## config.mk

```make
export PLATFORM = sky130hd
export DESIGN_NAME = rank_task_range_partitioner_unit
export DESIGN_NICKNAME = d
export VERILOG_FILES = /design/src/design/rtrp_pkg.sv /design/src/design/rtrp_div.sv /design/src/design/rtrp_queue.sv /design/src/design/rtrp_front.sv /design/src/design/rtrp_back.sv /design/src/design/rank_task_range_partitioner_unit.sv
export SDC_FILE = /design/constraint.sdc
export NUM_CORES = 1
export LEC_CHECK = 0
export ABC_AREA = 0
export ABC_CLOCK_PERIOD_IN_PS = 6300
export BUFFER_PORTS_ARGS = -buffer_cell sky130_fd_sc_hd__buf_2
export CELL_PAD_IN_SITES_DETAIL_PLACEMENT = 1
export CELL_PAD_IN_SITES_GLOBAL_PLACEMENT = 1
export CORE_MARGIN = 10
export CORE_UTILIZATION = 47
export CTS_CLUSTER_SIZE = 14
export DETAILED_ROUTE_END_ITERATION = 12
export PLACE_DENSITY = 0.83
export SKIP_LAST_GASP = 1
export SLEW_MARGIN = 30
export SYNTH_ARGS = -nofsm -noshare
export SYNTH_HDL_FRONTEND = slang
export SYNTH_SLANG_ARGS = --single-unit
```

## constraint.sdc

```tcl
create_clock -name clock -period 6.3 [get_ports clock]
set_input_delay 0.63 -clock clock [delete_from_list [all_inputs] [get_ports clock]]
set_output_delay 0.63 -clock clock [all_outputs]
set_load 0.01 [all_outputs]
```

## src/design/rtrp_pkg.sv

```systemverilog
// Shared widths, register indexes and descriptor types of the rank task range partitioner.
package rtrp_pkg;

   // configuration register widths
   localparam int K_W       = 7;
   localparam int ATOM_W    = 5;
   localparam int WORKER_W  = 11;
   localparam int INDEX_W   = 10;

   // internal widths, set by the register widths above
   localparam int KIDX_W    = 6;                    // k-point index below 64
   localparam int PAIR_W    = 2 * ATOM_W;           // pair count up to 31*31
   localparam int POS_W     = 16;                   // task position up to 64*961
   localparam int DIV_NUM_W = POS_W + INDEX_W;      // task count times worker index
   localparam int DIV_DEN_W = WORKER_W;
   localparam int DIV_STEPS  = 2;                   // quotient bits per cycle
   localparam int DIV_CYCLES = DIV_NUM_W / DIV_STEPS;
   localparam int DIV_CNT_W  = $clog2(DIV_CYCLES + 1);

   // result field widths
   localparam int KP_W  = 7;
   localparam int PLO_W = 8;
   localparam int PHI_W = 9;
   localparam int ACT_W = 11;

   localparam int REQ_TDATA_W = 16;
   localparam int RSP_TDATA_W = 40;

   localparam int QUEUE_DEPTH = 2;

   // register indexes on the csr port
   localparam int CSR_IDX_W = 2;
   localparam logic [CSR_IDX_W-1:0] CSR_NUM_K_POINTS = 2'd0;
   localparam logic [CSR_IDX_W-1:0] CSR_NUM_ATOMS    = 2'd1;
   localparam logic [CSR_IDX_W-1:0] CSR_NUM_WORKERS  = 2'd2;

   // default bounds
   localparam int DEF_MAX_K_POINTS = 64;
   localparam int DEF_MAX_ATOMS    = 16;
   localparam int DEF_MAX_WORKERS  = 1024;

   // one classified request, handed from front to back
   typedef struct packed {
      logic                idle;
      logic                task_mode;
      logic [KIDX_W-1:0]   k_first;
      logic [K_W-1:0]      k_end;
      logic [PAIR_W-1:0]   pair_first;
      logic [POS_W-1:0]    hi_pos;
      logic [POS_W-1:0]    base_first;
      logic [PAIR_W-1:0]   pairs;
      logic [ACT_W-1:0]    act;
   } rtrp_desc_type;

   // one result word
   typedef struct packed {
      logic [KP_W-1:0]   k_point;
      logic [PLO_W-1:0]  pair_low;
      logic [PHI_W-1:0]  pair_high;
      logic [ACT_W-1:0]  active_workers;
      logic              idle;
      logic              last_piece;
   } rtrp_piece_type;

endpackage

```

## src/design/rtrp_div.sv

```systemverilog
// Iterative restoring divider, two quotient bits per cycle.
module rtrp_div (
   input  logic                           clock,
   input  logic                           reset,
   input  logic                           start,
   input  logic [rtrp_pkg::DIV_NUM_W-1:0] num,
   input  logic [rtrp_pkg::DIV_DEN_W-1:0] den,
   output logic                           done,
   output logic [rtrp_pkg::DIV_NUM_W-1:0] quo,
   output logic [rtrp_pkg::DIV_DEN_W-1:0] rem
);

   localparam int NW = rtrp_pkg::DIV_NUM_W;
   localparam int DW = rtrp_pkg::DIV_DEN_W;

   logic                           run_ff, run_in;
   logic                           done_ff, done_in;
   logic [rtrp_pkg::DIV_CNT_W-1:0] cnt_ff, cnt_in;
   logic [NW-1:0]                  quo_ff, quo_in;
   logic [DW-1:0]                  rem_ff, rem_in;
   logic [NW-1:0]                  q_step;
   logic [DW-1:0]                  r_step;
   logic [DW:0]                    trial;

   always_comb begin
      q_step = quo_ff;
      r_step = rem_ff;
      trial  = '0;
      for (int i = 0; i < rtrp_pkg::DIV_STEPS; i++) begin
         trial  = {r_step, q_step[NW-1]};
         q_step = {q_step[NW-2:0], 1'b0};
         if (trial >= {1'b0, den}) begin
            r_step    = DW'(trial - {1'b0, den});
            q_step[0] = 1'b1;
         end else begin
            r_step = trial[DW-1:0];
         end
      end
   end

   always_comb begin
      run_in  = run_ff;
      done_in = 1'b0;
      cnt_in  = cnt_ff;
      quo_in  = quo_ff;
      rem_in  = rem_ff;
      if (run_ff) begin
         quo_in = q_step;
         rem_in = r_step;
         cnt_in = cnt_ff - 1'b1;
         if (cnt_ff == rtrp_pkg::DIV_CNT_W'(1)) begin
            run_in  = 1'b0;
            done_in = 1'b1;
         end
      end else if (start) begin
         quo_in = num;
         rem_in = '0;
         cnt_in = rtrp_pkg::DIV_CNT_W'(rtrp_pkg::DIV_CYCLES);
         run_in = 1'b1;
      end
   end

   always_ff @(posedge clock) begin
      if (reset) begin
         run_ff  <= 1'b0;
         done_ff <= 1'b0;
         cnt_ff  <= '0;
      end else begin
         run_ff  <= run_in;
         done_ff <= done_in;
         cnt_ff  <= cnt_in;
      end
      quo_ff <= quo_in;
      rem_ff <= rem_in;
   end

   assign done = done_ff;
   assign quo  = quo_ff;
   assign rem  = rem_ff;

endmodule

```

## src/design/rtrp_queue.sv

```systemverilog
// Short descriptor queue between the classifying front and the piece emitter.
module rtrp_queue (
   input  logic                    clock,
   input  logic                    reset,
   input  logic                    push,
   input  rtrp_pkg::rtrp_desc_type push_data,
   output logic                    full,
   input  logic                    pop,
   output rtrp_pkg::rtrp_desc_type pop_data,
   output logic                    not_empty
);

   localparam int DEPTH = rtrp_pkg::QUEUE_DEPTH;
   localparam int PTR_W = (DEPTH > 1) ? $clog2(DEPTH) : 1;
   localparam int CNT_W = $clog2(DEPTH + 1);

   rtrp_pkg::rtrp_desc_type mem_ff [DEPTH];
   logic [PTR_W-1:0]        wr_ptr_ff, wr_ptr_in;
   logic [PTR_W-1:0]        rd_ptr_ff, rd_ptr_in;
   logic [CNT_W-1:0]        count_ff, count_in;
   logic                    do_push, do_pop;

   assign full      = (count_ff == CNT_W'(DEPTH));
   assign not_empty = (count_ff != '0);
   assign do_push   = push && !full;
   assign do_pop    = pop && not_empty;
   assign pop_data  = mem_ff[rd_ptr_ff];

   always_comb begin
      wr_ptr_in = wr_ptr_ff;
      rd_ptr_in = rd_ptr_ff;
      count_in  = count_ff;
      if (do_push) begin
         wr_ptr_in = (wr_ptr_ff == PTR_W'(DEPTH - 1)) ? '0 : wr_ptr_ff + 1'b1;
      end
      if (do_pop) begin
         rd_ptr_in = (rd_ptr_ff == PTR_W'(DEPTH - 1)) ? '0 : rd_ptr_ff + 1'b1;
      end
      if (do_push && !do_pop) begin
         count_in = count_ff + 1'b1;
      end else if (do_pop && !do_push) begin
         count_in = count_ff - 1'b1;
      end
   end

   always_ff @(posedge clock) begin
      if (reset) begin
         wr_ptr_ff <= '0;
         rd_ptr_ff <= '0;
         count_ff  <= '0;
      end else begin
         wr_ptr_ff <= wr_ptr_in;
         rd_ptr_ff <= rd_ptr_in;
         count_ff  <= count_in;
      end
   end

   always_ff @(posedge clock) begin
      if (do_push) begin
         mem_ff[wr_ptr_ff] <= push_data;
      end
   end

endmodule

```

## src/design/rtrp_front.sv

```systemverilog
// Request front: takes a worker index, works out its task range and queues a descriptor.
module rtrp_front (
   input  logic                          clock,
   input  logic                          reset,
   input  logic                          req_valid,
   output logic                          req_ready,
   input  logic [rtrp_pkg::INDEX_W-1:0]  worker_index,
   input  logic [rtrp_pkg::K_W-1:0]      num_k_points,
   input  logic [rtrp_pkg::ATOM_W-1:0]   num_atoms,
   input  logic [rtrp_pkg::WORKER_W-1:0] num_workers,
   output logic                          desc_valid,
   input  logic                          desc_full,
   output rtrp_pkg::rtrp_desc_type       desc
);

   localparam int NW   = rtrp_pkg::DIV_NUM_W;
   localparam int DW   = rtrp_pkg::DIV_DEN_W;
   localparam int PW   = rtrp_pkg::POS_W;
   localparam int PRW  = rtrp_pkg::PAIR_W;
   localparam int KW   = rtrp_pkg::K_W;
   localparam int KIW  = rtrp_pkg::KIDX_W;
   localparam int IW   = rtrp_pkg::INDEX_W;
   localparam int WW   = rtrp_pkg::WORKER_W;

   localparam logic [3:0] F_IDLE   = 4'd0;
   localparam logic [3:0] F_MULP   = 4'd1;
   localparam logic [3:0] F_MULT   = 4'd2;
   localparam logic [3:0] F_DECIDE = 4'd3;
   localparam logic [3:0] F_MULW   = 4'd4;
   localparam logic [3:0] F_DIVLO  = 4'd5;
   localparam logic [3:0] F_DIVHI  = 4'd6;
   localparam logic [3:0] F_DIVK   = 4'd7;
   localparam logic [3:0] F_PUSH   = 4'd8;

   logic [3:0]      state_ff, state_in;
   logic [IW-1:0]   w_ff, w_in;
   logic [PRW-1:0]  p_ff, p_in;
   logic [PW-1:0]   t_ff, t_in;
   logic [DW-1:0]   den_ff, den_in;
   logic [PW-1:0]   base_ff, base_in;
   logic [NW-1:0]   prod_ff, prod_in;
   logic            mode_k_ff, mode_k_in;
   logic            idle_ff, idle_in;
   logic [PW-1:0]   lo_ff, lo_in;
   logic [PW-1:0]   hi_ff, hi_in;
   logic [KIW-1:0]  kf_ff, kf_in;
   logic [PRW-1:0]  rem_ff, rem_in;
   logic            div_run_ff, div_run_in;

   logic            div_start, div_done;
   logic [NW-1:0]   div_num, div_quo;
   logic [DW-1:0]   div_den, div_rem;

   logic            size_zero, mode_k, out_of_range;
   logic [WW-1:0]   act_split, den_pick;
   logic [PW-1:0]   base_pick;

   rtrp_div u_div (
      .clock (clock),
      .reset (reset),
      .start (div_start),
      .num   (div_num),
      .den   (div_den),
      .done  (div_done),
      .quo   (div_quo),
      .rem   (div_rem)
   );

   // classification, from the registered pair and task counts
   always_comb begin
      size_zero    = (num_k_points == '0) || (num_atoms == '0) || (num_workers == '0);
      mode_k       = (num_workers <= WW'(num_k_points));
      act_split    = (PW'(num_workers) < t_ff) ? num_workers : WW'(t_ff);
      den_pick     = mode_k ? num_workers : act_split;
      base_pick    = mode_k ? PW'(num_k_points) : t_ff;
      out_of_range = (WW'(w_ff) >= den_pick);
   end

   // divider operands per step
   always_comb begin
      case (state_ff)
         F_DIVHI: begin
            div_num = prod_ff + NW'(base_ff);
            div_den = den_ff;
         end
         F_DIVK: begin
            div_num = NW'(lo_ff);
            div_den = DW'(p_ff);
         end
         default: begin
            div_num = prod_ff;
            div_den = den_ff;
         end
      endcase
   end

   always_comb begin
      state_in   = state_ff;
      w_in       = w_ff;
      p_in       = p_ff;
      t_in       = t_ff;
      den_in     = den_ff;
      base_in    = base_ff;
      prod_in    = prod_ff;
      mode_k_in  = mode_k_ff;
      idle_in    = idle_ff;
      lo_in      = lo_ff;
      hi_in      = hi_ff;
      kf_in      = kf_ff;
      rem_in     = rem_ff;
      div_run_in = div_run_ff;
      div_start  = 1'b0;

      case (state_ff)
         F_IDLE: begin
            if (req_valid) begin
               w_in     = worker_index;
               idle_in  = 1'b0;
               rem_in   = '0;
               state_in = F_MULP;
            end
         end
         F_MULP: begin
            p_in     = PRW'(num_atoms) * PRW'(num_atoms);
            state_in = F_MULT;
         end
         F_MULT: begin
            t_in     = PW'(PW'(num_k_points) * PW'(p_ff));
            state_in = F_DECIDE;
         end
         F_DECIDE: begin
            mode_k_in = mode_k;
            den_in    = den_pick;
            base_in   = base_pick;
            if (size_zero || out_of_range) begin
               idle_in  = 1'b1;
               state_in = F_PUSH;
            end else begin
               state_in = F_MULW;
            end
         end
         F_MULW: begin
            prod_in  = NW'(base_ff) * NW'(w_ff);
            state_in = F_DIVLO;
         end
         F_DIVLO, F_DIVHI, F_DIVK: begin
            if (!div_run_ff) begin
               div_start  = 1'b1;
               div_run_in = 1'b1;
            end else if (div_done) begin
               div_run_in = 1'b0;
               case (state_ff)
                  F_DIVLO: begin
                     lo_in    = PW'(div_quo);
                     state_in = F_DIVHI;
                  end
                  F_DIVHI: begin
                     hi_in = PW'(div_quo);
                     if (mode_k_ff) begin
                        kf_in    = lo_ff[KIW-1:0];
                        state_in = F_PUSH;
                     end else begin
                        state_in = F_DIVK;
                     end
                  end
                  default: begin
                     kf_in    = KIW'(div_quo);
                     rem_in   = PRW'(div_rem);
                     state_in = F_PUSH;
                  end
               endcase
            end
         end
         F_PUSH: begin
            if (!desc_full) begin
               state_in = F_IDLE;
            end
         end
         default: begin
            state_in = F_IDLE;
         end
      endcase
   end

   always_ff @(posedge clock) begin
      if (reset) begin
         state_ff   <= F_IDLE;
         div_run_ff <= 1'b0;
         idle_ff    <= 1'b0;
         mode_k_ff  <= 1'b0;
      end else begin
         state_ff   <= state_in;
         div_run_ff <= div_run_in;
         idle_ff    <= idle_in;
         mode_k_ff  <= mode_k_in;
      end
      w_ff    <= w_in;
      p_ff    <= p_in;
      t_ff    <= t_in;
      den_ff  <= den_in;
      base_ff <= base_in;
      prod_ff <= prod_in;
      lo_ff   <= lo_in;
      hi_ff   <= hi_in;
      kf_ff   <= kf_in;
      rem_ff  <= rem_in;
   end

   assign req_ready  = (state_ff == F_IDLE);
   assign desc_valid = (state_ff == F_PUSH);

   always_comb begin
      desc.idle       = idle_ff;
      desc.task_mode  = !mode_k_ff;
      desc.k_first    = kf_ff;
      desc.k_end      = KW'(hi_ff);
      desc.pair_first = rem_ff;
      desc.hi_pos     = hi_ff;
      desc.base_first = lo_ff - PW'(rem_ff);
      desc.pairs      = p_ff;
      desc.act        = den_ff;
   end

endmodule

```

## src/design/rtrp_back.sv

```systemverilog
// Piece emitter: walks one descriptor a k-point at a time into the result register.
module rtrp_back (
   input  logic                     clock,
   input  logic                     reset,
   input  logic                     desc_valid,
   input  rtrp_pkg::rtrp_desc_type  desc,
   output logic                     desc_pop,
   output logic                     rsp_valid,
   input  logic                     rsp_ready,
   output rtrp_pkg::rtrp_piece_type rsp_piece
);

   localparam int PW  = rtrp_pkg::POS_W;
   localparam int KIW = rtrp_pkg::KIDX_W;

   logic                     busy_ff, busy_in;
   rtrp_pkg::rtrp_desc_type  cur_ff, cur_in;
   logic [KIW-1:0]           k_ff, k_in;
   logic [PW-1:0]            base_ff, base_in;
   logic                     first_ff, first_in;
   logic                     ovalid_ff, ovalid_in;
   rtrp_pkg::rtrp_piece_type opiece_ff, opiece_in;

   rtrp_pkg::rtrp_piece_type piece;
   logic [PW:0]              bound;
   logic [rtrp_pkg::K_W-1:0] k_next;
   logic                     out_free;

   assign out_free = !ovalid_ff || rsp_ready;
   assign k_next   = rtrp_pkg::K_W'(k_ff) + 1'b1;
   assign bound    = {1'b0, base_ff} + (PW + 1)'(cur_ff.pairs);

   // current piece
   always_comb begin
      piece = '0;
      if (cur_ff.idle) begin
         piece.idle       = 1'b1;
         piece.last_piece = 1'b1;
      end else begin
         piece.k_point        = k_next;
         piece.active_workers = cur_ff.act;
         piece.pair_low       = first_ff ? rtrp_pkg::PLO_W'(cur_ff.pair_first) : '0;
         if (cur_ff.task_mode) begin
            piece.last_piece = ({1'b0, cur_ff.hi_pos} <= bound);
            piece.pair_high  = piece.last_piece ?
                               rtrp_pkg::PHI_W'(cur_ff.hi_pos - base_ff) :
                               rtrp_pkg::PHI_W'(cur_ff.pairs);
         end else begin
            piece.last_piece = (k_next == cur_ff.k_end);
            piece.pair_high  = rtrp_pkg::PHI_W'(cur_ff.pairs);
         end
      end
   end

   always_comb begin
      busy_in   = busy_ff;
      cur_in    = cur_ff;
      k_in      = k_ff;
      base_in   = base_ff;
      first_in  = first_ff;
      ovalid_in = ovalid_ff && !rsp_ready;
      opiece_in = opiece_ff;
      desc_pop  = 1'b0;

      if (busy_ff) begin
         if (out_free) begin
            ovalid_in = 1'b1;
            opiece_in = piece;
            if (piece.last_piece) begin
               busy_in = 1'b0;
            end else begin
               k_in     = k_ff + 1'b1;
               base_in  = bound[PW-1:0];
               first_in = 1'b0;
            end
         end
      end else if (desc_valid) begin
         desc_pop = 1'b1;
         cur_in   = desc;
         k_in     = desc.k_first;
         base_in  = desc.base_first;
         first_in = 1'b1;
         busy_in  = 1'b1;
      end
   end

   always_ff @(posedge clock) begin
      if (reset) begin
         busy_ff   <= 1'b0;
         ovalid_ff <= 1'b0;
      end else begin
         busy_ff   <= busy_in;
         ovalid_ff <= ovalid_in;
      end
      cur_ff    <= cur_in;
      k_ff      <= k_in;
      base_ff   <= base_in;
      first_ff  <= first_in;
      opiece_ff <= opiece_in;
   end

   assign rsp_valid = ovalid_ff;
   assign rsp_piece = opiece_ff;

endmodule

```

## src/design/rank_task_range_partitioner_unit.sv

```systemverilog
// Top level of the rank task range partitioner: csr registers, front, queue and back.
//
//  channel  dir  handshake            payload
//  req      in   req_tvalid/tready    tdata: worker_index
//  rsp      out  rsp_tvalid/tready    tdata: k_point, pair_low, pair_high, active_workers;
//                                     tuser: idle; tlast: last_piece
//  csr      in   csr_wr_en            csr_index, csr_wdata
//
//  After a request is taken the front runs no division when it ends idle, two on the
//  shared divider when the workers do not outnumber the k-points and three otherwise,
//  each at two quotient bits a cycle; req_tready returns once the descriptor is queued.
//  The back loads each descriptor, then emits one piece per cycle while rsp_tready holds.
//  A two-entry queue lets the front classify the next request while pieces drain.
//  Reset is synchronous and clears the csr registers to zero and both channels to empty.
//  A stalled rsp_tready holds the result register and, once the queue fills, req_tready.
module rank_task_range_partitioner_unit #(
   parameter int MAX_K_POINTS = rtrp_pkg::DEF_MAX_K_POINTS,
   parameter int MAX_ATOMS    = rtrp_pkg::DEF_MAX_ATOMS,
   parameter int MAX_WORKERS  = rtrp_pkg::DEF_MAX_WORKERS
) (
   input  logic                             clock,
   input  logic                             reset,
   input  logic                             req_tvalid,
   output logic                             req_tready,
   input  logic [rtrp_pkg::REQ_TDATA_W-1:0] req_tdata,   // [9:0] worker_index
   output logic                             rsp_tvalid,
   input  logic                             rsp_tready,
   // [6:0] k_point, [14:7] pair_low, [23:15] pair_high, [34:24] active_workers
   output logic [rtrp_pkg::RSP_TDATA_W-1:0] rsp_tdata,
   output logic                             rsp_tlast,   // last_piece
   output logic                             rsp_tuser,   // idle
   input  logic                             csr_wr_en,
   input  logic [rtrp_pkg::CSR_IDX_W-1:0]   csr_index,
   input  logic [rtrp_pkg::WORKER_W-1:0]    csr_wdata
);

   localparam int KW = rtrp_pkg::K_W;
   localparam int AW = rtrp_pkg::ATOM_W;
   localparam int WW = rtrp_pkg::WORKER_W;

   logic [KW-1:0] num_k_points_ff;
   logic [AW-1:0] num_atoms_ff;
   logic [WW-1:0] num_workers_ff;

   logic                     desc_valid, desc_full, desc_pop, desc_avail;
   rtrp_pkg::rtrp_desc_type  desc_push, desc_head;
   rtrp_pkg::rtrp_piece_type piece;

   // saturate each register at its bound
   always_ff @(posedge clock) begin
      if (reset) begin
         num_k_points_ff <= '0;
         num_atoms_ff    <= '0;
         num_workers_ff  <= '0;
      end else if (csr_wr_en) begin
         case (csr_index)
            rtrp_pkg::CSR_NUM_K_POINTS: begin
               num_k_points_ff <= (int'(csr_wdata[KW-1:0]) > MAX_K_POINTS) ?
                                  KW'(MAX_K_POINTS) : csr_wdata[KW-1:0];
            end
            rtrp_pkg::CSR_NUM_ATOMS: begin
               num_atoms_ff <= (int'(csr_wdata[AW-1:0]) > MAX_ATOMS) ?
                               AW'(MAX_ATOMS) : csr_wdata[AW-1:0];
            end
            rtrp_pkg::CSR_NUM_WORKERS: begin
               num_workers_ff <= (int'(csr_wdata) > MAX_WORKERS) ?
                                 WW'(MAX_WORKERS) : csr_wdata;
            end
            default: begin
            end
         endcase
      end
   end

   rtrp_front u_front (
      .clock        (clock),
      .reset        (reset),
      .req_valid    (req_tvalid),
      .req_ready    (req_tready),
      .worker_index (req_tdata[rtrp_pkg::INDEX_W-1:0]),
      .num_k_points (num_k_points_ff),
      .num_atoms    (num_atoms_ff),
      .num_workers  (num_workers_ff),
      .desc_valid   (desc_valid),
      .desc_full    (desc_full),
      .desc         (desc_push)
   );

   rtrp_queue u_queue (
      .clock     (clock),
      .reset     (reset),
      .push      (desc_valid),
      .push_data (desc_push),
      .full      (desc_full),
      .pop       (desc_pop),
      .pop_data  (desc_head),
      .not_empty (desc_avail)
   );

   rtrp_back u_back (
      .clock      (clock),
      .reset      (reset),
      .desc_valid (desc_avail),
      .desc       (desc_head),
      .desc_pop   (desc_pop),
      .rsp_valid  (rsp_tvalid),
      .rsp_ready  (rsp_tready),
      .rsp_piece  (piece)
   );

   assign rsp_tdata = {5'b0, piece.active_workers, piece.pair_high, piece.pair_low,
                       piece.k_point};
   assign rsp_tlast = piece.last_piece;
   assign rsp_tuser = piece.idle;

   // an idle word closes its request
   a_idle_is_last: assert property (@(posedge clock) disable iff (reset)
      rsp_tvalid && rsp_tuser |-> rsp_tlast)
      else $error("idle word without last flag");

   // a work piece names a real k-point
   a_piece_has_k: assert property (@(posedge clock) disable iff (reset)
      rsp_tvalid && !rsp_tuser |-> rsp_tdata[6:0] != 7'd0)
      else $error("work piece with k_point zero");

   // a work piece covers at least one pair
   a_piece_nonempty: assert property (@(posedge clock) disable iff (reset)
      rsp_tvalid && !rsp_tuser && rsp_tdata[23:15] != 9'd0 |->
         {1'b0, rsp_tdata[14:7]} < rsp_tdata[23:15])
      else $error("work piece with empty pair range");

   // a queued descriptor is there to pop on the next cycle
   a_queue_source: assert property (@(posedge clock) disable iff (reset)
      desc_valid && !desc_full |=> desc_avail)
      else $error("descriptor lost on push");

endmodule

```

== After elaboration in Yosys (flattened, before gate mapping) ==
Memory sizes are Yosys's and may differ from the RTL's. A register that Yosys moved wholly into a read port is not among the register bits.
Index checks and enable logic that the tools add are counted.
W data, S select, Z words.

* Add/subtract/negate cells: 13
* $mul: 3
* Order comparisons: 9
* Eq/ne operators: 22
* Muxes and demuxes: 76
* Bitwise logic cells: 4
* Reductions and logical operators: 43

{| class="wikitable"
|+ Operators by type and width
! operator !! count
|-
| $mux W11 || 8
|-
| $mux W16 || 4
|-
| $mux W26 || 2
|-
| $pmux W26 S2 || 1
|-
| $mux W10 || 4
|-
| $mux W1 || 32
|-
| $mux W4 || 8
|-
| $mux W6 || 5
|-
| $pmux W4 S7 || 1
|-
| $add A26 B16 Y26 || 1
|-
| $mul A16 B10 Y26 || 1
|-
| $ge A12 B11 Y1 || 2
|-
| $sub A11 B11 Y11 || 2
|-
| $pmux W10 S2 || 1
|-
| $mux W9 || 2
|-
| $add A16 B10 Y17 || 1
|-
| $le A16 B17 Y1 || 1
|-
| $eq A4 B3 Y1 const B || 4
|-
| $lt A11 B16 Y1 || 1
|-
| $mul A7 B10 Y16 || 1
|-
| $sub A16 B10 Y16 || 1
|-
| $mux W7 || 2
|-
| $ne A2 B2 Y1 const B || 6
|-
| $pmux W6 S2 || 1
|-
| 40 further kinds || 78
|}

* Register bits after elaboration: 330
* Bits in writable memories: 156
* Bits of input ports: 34
* Output and inout bits: 44
* Logic and storage cells: 215
* Memories kept: 1

{| class="wikitable"
|+ Memory list
! name !! depth !! bits a word !! rd ports !! clocked after Yosys merged registers in !! write ports !! RTL line !! text
|-
| u_queue.mem_ff || 2 || 78 || 1 || 1 || 1 || rtrp_queue.sv:17 || <nowiki>rtrp_pkg::rtrp_desc_type mem_ff [DEPTH];</nowiki>
|}

== Depth between registers and ports, before layout ==
* Depth in word-level cells: 7
* Gate-level depth with buffers: 27
* Gate-level depth less buffers: 23

== By module ==
A second synthesis with hierarchy kept.

* Cells, all modules: 2,647
* Area, all modules: 31,007.2 µm²

{| class="wikitable"
|+ By module, submodules not included
! module !! instances !! cells each !! area an instance (µm²) !! sequential area each (µm²)
|-
| rtrp_front || 1 || 1,550 || 15,192.1 || 4,224.1
|-
| rtrp_queue || 1 || 268 || 5,928.2 || 4,784.6
|-
| rtrp_back || 1 || 419 || 5,591.6 || 3,463.3
|-
| rtrp_div || 1 || 300 || 3,138.0 || 1,231.2
|-
| rank_task_range_partitioner_unit || 1 || 110 || 1,157.4 || 460.4
|}

== Worst setup path before layout ==
No wires, ideal clock.

* Path kind: register -> register
* From: register u_front.state_ff[0]
* To: memory u_queue.mem_ff[0][0] (netlist name) (enable)
* Setup time: 0.578 ns
* Data arrival time: 5.715 ns
* Required time: 5.722 ns
* Path slack: 0.007 ns
* Stages on the path, launching flop included: 7
* Path buffers: 2
* Period minus slack after synthesis: 6.293 ns
* Cells stage by stage: dfxtp_1 > clkbuf_1 > or2_2 > clkbuf_1 > nor2_1 > nand2_1 > nor3_1

* Cells in the longest elaborated chain, start to end: 4

{| class="wikitable"
|+ RTL lines
! element !! RTL line !! text
|-
| start, declared || rtrp_front.sv:35 || <nowiki>logic [3:0] state_ff, state_in;</nowiki>
|-
| start signal, assigned || rtrp_front.sv:192 || <nowiki>state_ff <= state_in;</nowiki>
|-
| $eq A4 B4 Y1 || rtrp_front.sv:210 || <nowiki>assign desc_valid = (state_ff == F_PUSH);</nowiki>
|-
| $logic_and A1 B1 Y1 || rtrp_queue.sv:25 || <nowiki>assign do_push = push && !full;</nowiki>
|-
| $mux W1 || rtrp_queue.sv:59 || <nowiki>if (do_push) begin</nowiki>
|-
| $mux W1 (implied by the code) || rtrp_queue.sv:60 || <nowiki>mem_ff[wr_ptr_ff] <= push_data;</nowiki>
|-
| end, declared || rtrp_queue.sv:17 ||
|}

Every way passes these cells.

== Final worst setup path ==
* From: register u_front.w_ff[8]
* To: register u_front.prod_ff[23] (data pin)

* Cells in the longest elaborated chain, start to end: 1

{| class="wikitable"
|+ RTL lines
! element !! RTL line !! text
|-
| start, declared || rtrp_front.sv:36 || <nowiki>logic [IW-1:0] w_ff, w_in;</nowiki>
|-
| start signal, assigned || rtrp_front.sv:197 || <nowiki>w_ff <= w_in;</nowiki>
|-
| $mul A16 B10 Y26 || rtrp_front.sv:143 || <nowiki>prod_in = NW'(base_ff) * NW'(w_ff);</nowiki>
|-
| end signal, assigned || rtrp_front.sv:202 || <nowiki>prod_ff <= prod_in;</nowiki>
|-
| end, declared || rtrp_front.sv:41 || <nowiki>logic [NW-1:0] prod_ff, prod_in;</nowiki>
|}

Every way passes these cells.
A chain may end at the register's enable or synchronous reset.

==> results.cfg <==
[sta]
tightest_slew_ns = 0.950
finalHoldViolCount = 0
fin_setup_tns_ns = 0
drv_slew = 0
min_period_ns = 5.91
rsz0062_at_grt = false
min_period_over_period = 0.939
fmax_mhz = 169
setup_viol = 0
whs_ns = 0.196
relSlewSlack = 0.366
clock_skew_ns = 0.0239

[critical_path]
critPathRequiredTime_ns = 6.68
endpoint_kind = register
crit_path_max_fanout = 17
worstPathArrival_ns = 6.29
critPathKind = reg2reg
cp-start-kind = register

[logic_synthesis]
synth-seq-cells = 458
ys_warn_count = 0
ys.flop_type = edfxtp_1
avgSynthCellArea_um2 = 11.3
syn_inst = 2558
yosysSeqAreaShare = 0.459
synth_async_sr_flop_share = 0
syn_area_mm2 = 0.0290
ys_types = 81
synth_edf_count = 415

[global_routing]
use_met3 = 0.0259
grt_pass1_wl_um = 120000
track_usage = 0.209
gr-usage-met2 = 0.383
use_met1 = 0.251
grt_pass1_vias = 21900
grt_overflow = 0
antenna_found_initial = 2
busiest_layer = met2
grt_start_max_net_pins = 88

[pwr]
p_seq_frac = 0.356
power_switching_w = 0.00441
internal-power_w = 0.00747
ir_worst_vdd_uv = 213
comb_power_share = 0.410
sw_frac_of_total = 0.371
p_leak_nw = 13.0
clkPwrFrac = 0.234
p_per_area_mw_per_mm2 = 374

[clocking]
clockRootBuffer = clkbuf_16
ctsHoldBuffers = 0
insertion_delay_ns = 0.61
h-tree-depth = 2
cts_buffers = 49
clock-sinks = 458
cts_buffer_depth = 3
cts_tree = done
clkTransAtPathRegs_ns = 0.06

[floorplan]
dieArea_mm2 = 0.0720
core_mm2 = 0.0614
io-pin-count = 78
num_rows = 91
fp.dieW_um = 268
die_y_um = 268
start_util = 0.473

[routing]
drc = 0
wl_per_cell_um = 21.4
vias_per_cell = 5.68
drt_iter0_markers = 1222
dr_total_vias = 19600
postRouteAntennaNets = 0
routed_wl_um = 73900
first_pass_iters = 5

[layout]
area_growth_pct = 9.66
drive_gt1_frac = 0.105
finalNetCount = 3019

[place]
dp_hpwl_um = 55500
port_buffers = 66
place_congestion = 0.896

[worst_hold_path]
hp-class = in2reg

[outcome]
outcome = completed

[job]
maxCapViolCount = 0
==> layout by cell type (no fill, tap or decap), types with 8 or more instances in the layout <==
| cell | instances |
|---|---|
| nor3b_1 | 20 |
| conb_1 | 8 |
| dfxtp_1 | 41 |
| nand3b_1 | 12 |
| nand2_1 | 234 |
| a211oi_1 | 36 |
| o21ai_0 | 85 |
| nand4_1 | 9 |
| edfxtp_1 | 415 |
| clkinv_1 | 10 |
| nor4_1 | 9 |
| nor3_1 | 34 |
| clkbuf_16 | 49 |
| or3_1 | 8 |
| and2_1 | 138 |
| o21a_1 | 20 |
| buf_4 | 39 |
| o21ai_1 | 8 |
| mux2_2 | 62 |
| fa_1 | 152 |
| xor2_1 | 44 |
| mux2i_1 | 22 |
| ha_1 | 216 |
| o211ai_1 | 15 |
| and3_1 | 17 |
| xnor2_1 | 66 |
| a21oi_1 | 122 |
| nor2_1 | 124 |
| buf_2 | 66 |
| o21bai_1 | 12 |
| nor2b_1 | 59 |
| clkbuf_1 | 15 |
| inv_1 | 245 |
| a21o_1 | 34 |
| nand3_1 | 35 |
| nand2b_1 | 18 |
==> sequential cells by signal, summed over array words and instances (netlist names), 2 cells and up, named ones only <==
register,cells
u_front.lo_ff,16
u_front.w_ff,10
u_front.prod_ff,26
u_queue.count_ff,2
u_front.u_div.cnt_ff,4
u_front.kf_ff,6
u_front.u_div.rem,11
u_back.k_ff,6
u_front.base_ff,16
u_front.state_ff,4
num_k_points_ff,7
u_front.hi_ff,16
num_atoms_ff,5
u_front.den_ff,11
num_workers_ff,11
u_back.cur_ff,46
u_back.base_ff,16
u_front.p_ff,9
u_front.t_ff,16
u_front.u_div.quo,26
u_queue.mem_ff,136
u_front.rem_ff,10
u_back.rsp_piece,37
==> power groups by stage <==
stage / sequential [W] / combinational, W / clock, W
6_report: 0.00423 / 0.00487 / 0.00278
5_1_grt: 0.00426 / 0.00548 / 0.00295
4_1_cts: 0.00426 / 0.00486 / 0.00283
3_5_place_dp: 0.00431 / 0.00479 / 0
3_3_place_gp: 0.00428 / 0.00443 / 0
2_1_floorplan: 0.00418 / 0.00354 / 0
==> what timing repair did <==
action,in CTS,in global routing
buffers inserted,0,0
setup endpoints to repair,0,11
gates resized for setup,0,2
==> synthesized netlist by cell type (all sizes together) (8+ instances only) <==
master  instances  area share
o21ai          94       0.016
nand3b         12      0.0031
xnor2          66       0.020
nor3           38      0.0067
a31oi           8      0.0022
edfxtp        415        0.43
o21bai         12      0.0031
nor2b          59       0.013
or3             8      0.0017
a21o           34      0.0088
and3           18      0.0039
buf            19      0.0037
mux2           62       0.024
nand2b         18      0.0039
dfxtp          43       0.030
or2             9      0.0019
nor3b          20      0.0052
o211ai         16      0.0043
nor4           10      0.0022
clkbuf         85       0.011
nor2          125       0.016
ha            216       0.093
nand4           9      0.0019
xor2           44       0.013
nand2         236       0.031
a311oi          9      0.0031
a21oi         123       0.021
o21a           20      0.0052
mux2i          22      0.0076
fa            152        0.10
and2          140       0.030
inv           247       0.032
a211oi         39       0.011
nand3          35      0.0060
==> routing by layer <==
metal | vias to the layer above | part of all wire
met5 | - | 0
met4 | 0 | 0.030
met3 | 147 | 0.039
met2 | 408 | 0.52
met1 | 9966 | 0.41
li1 | 9075 | -
==> cells by family (layout without fill, tap and decap cells) <==
group,after synthesis,in the layout,share of synthesized area
XOR/XNOR,110,110,0.0332
multiplexers,84,84,0.0317
adder cells (fa/ha/maj),368,368,0.198
buffers and inverters,351,444,0.0467
AO/OA/AOI/OAI,435,435,0.101
flip-flops,458,458,0.459
AND/OR/NAND/NOR,750,750,0.130
other,2,9,0.000259
==> final cells by class <==
cell class | count | area [µm²]
diodes | 1 | 2.50
fillers | 6445 | 29600
repair buffers | 106 | 643
inverters | 247 | 927
clock buffers | 69 | 1350
flip-flops and latches | 458 | 13300
multi-input cells | 1755 | 14400
clock inverters | 22 | 184
well taps | 790 | 988
==> critical path, stage by stage (launching register included) <==
cell,delay (ns)
edfxtp_1,0.81
and2_1,0.26
fa_1,0.48
fa_1,0.53
fa_1,0.52
fa_1,0.55
inv_1,0.06
fa_1,0.54
inv_1,0.04
ha_1,0.37
a21o_1,0.23
a21oi_1,0.22
o211ai_1,0.11
o21a_1,0.25
a211oi_2,0.41
nand3_1,0.16
o311ai_0,0.14
==> final timing paths <==
check | cells past startpoint | slack [ns] | endpoint | start
worst max-delay path | 16 | 0.39 | u_front.prod_ff[23] | u_front.w_ff[8]
worst min-delay path | 1 | 0.20 | u_front.w_ff[8] | req_tdata[8]
worst min register to register | 0 | 0.46 | u_queue.mem_ff[1][66] | u_front.hi_ff[3]
worst max register to register | 16 | 0.39 | u_front.prod_ff[23] | u_front.w_ff[8]
==> through the flow <==
| stage | power (W) | util | area, µm² | std cells | worst slack (ns) |
|---|---|---|---|---|---|
| floorplan | 0.00772 | - | 29000 | 2564 | 0.00727 |
| global placement | 0.00871 | 0.493 | 30200 | 3355 | 0.566 |
| detailed placement | 0.00910 | 0.493 | 30200 | 3355 | 0.308 |
| CTS | 0.0119 | 0.518 | 31800 | 3446 | 0.320 |
| global route | 0.0127 | 0.518 | 31800 | 3447 | 0.0169 |
| finish | 0.0119 | 0.518 | 31800 | 3448 | 0.387 |
(Power assumes the default switching activity.)
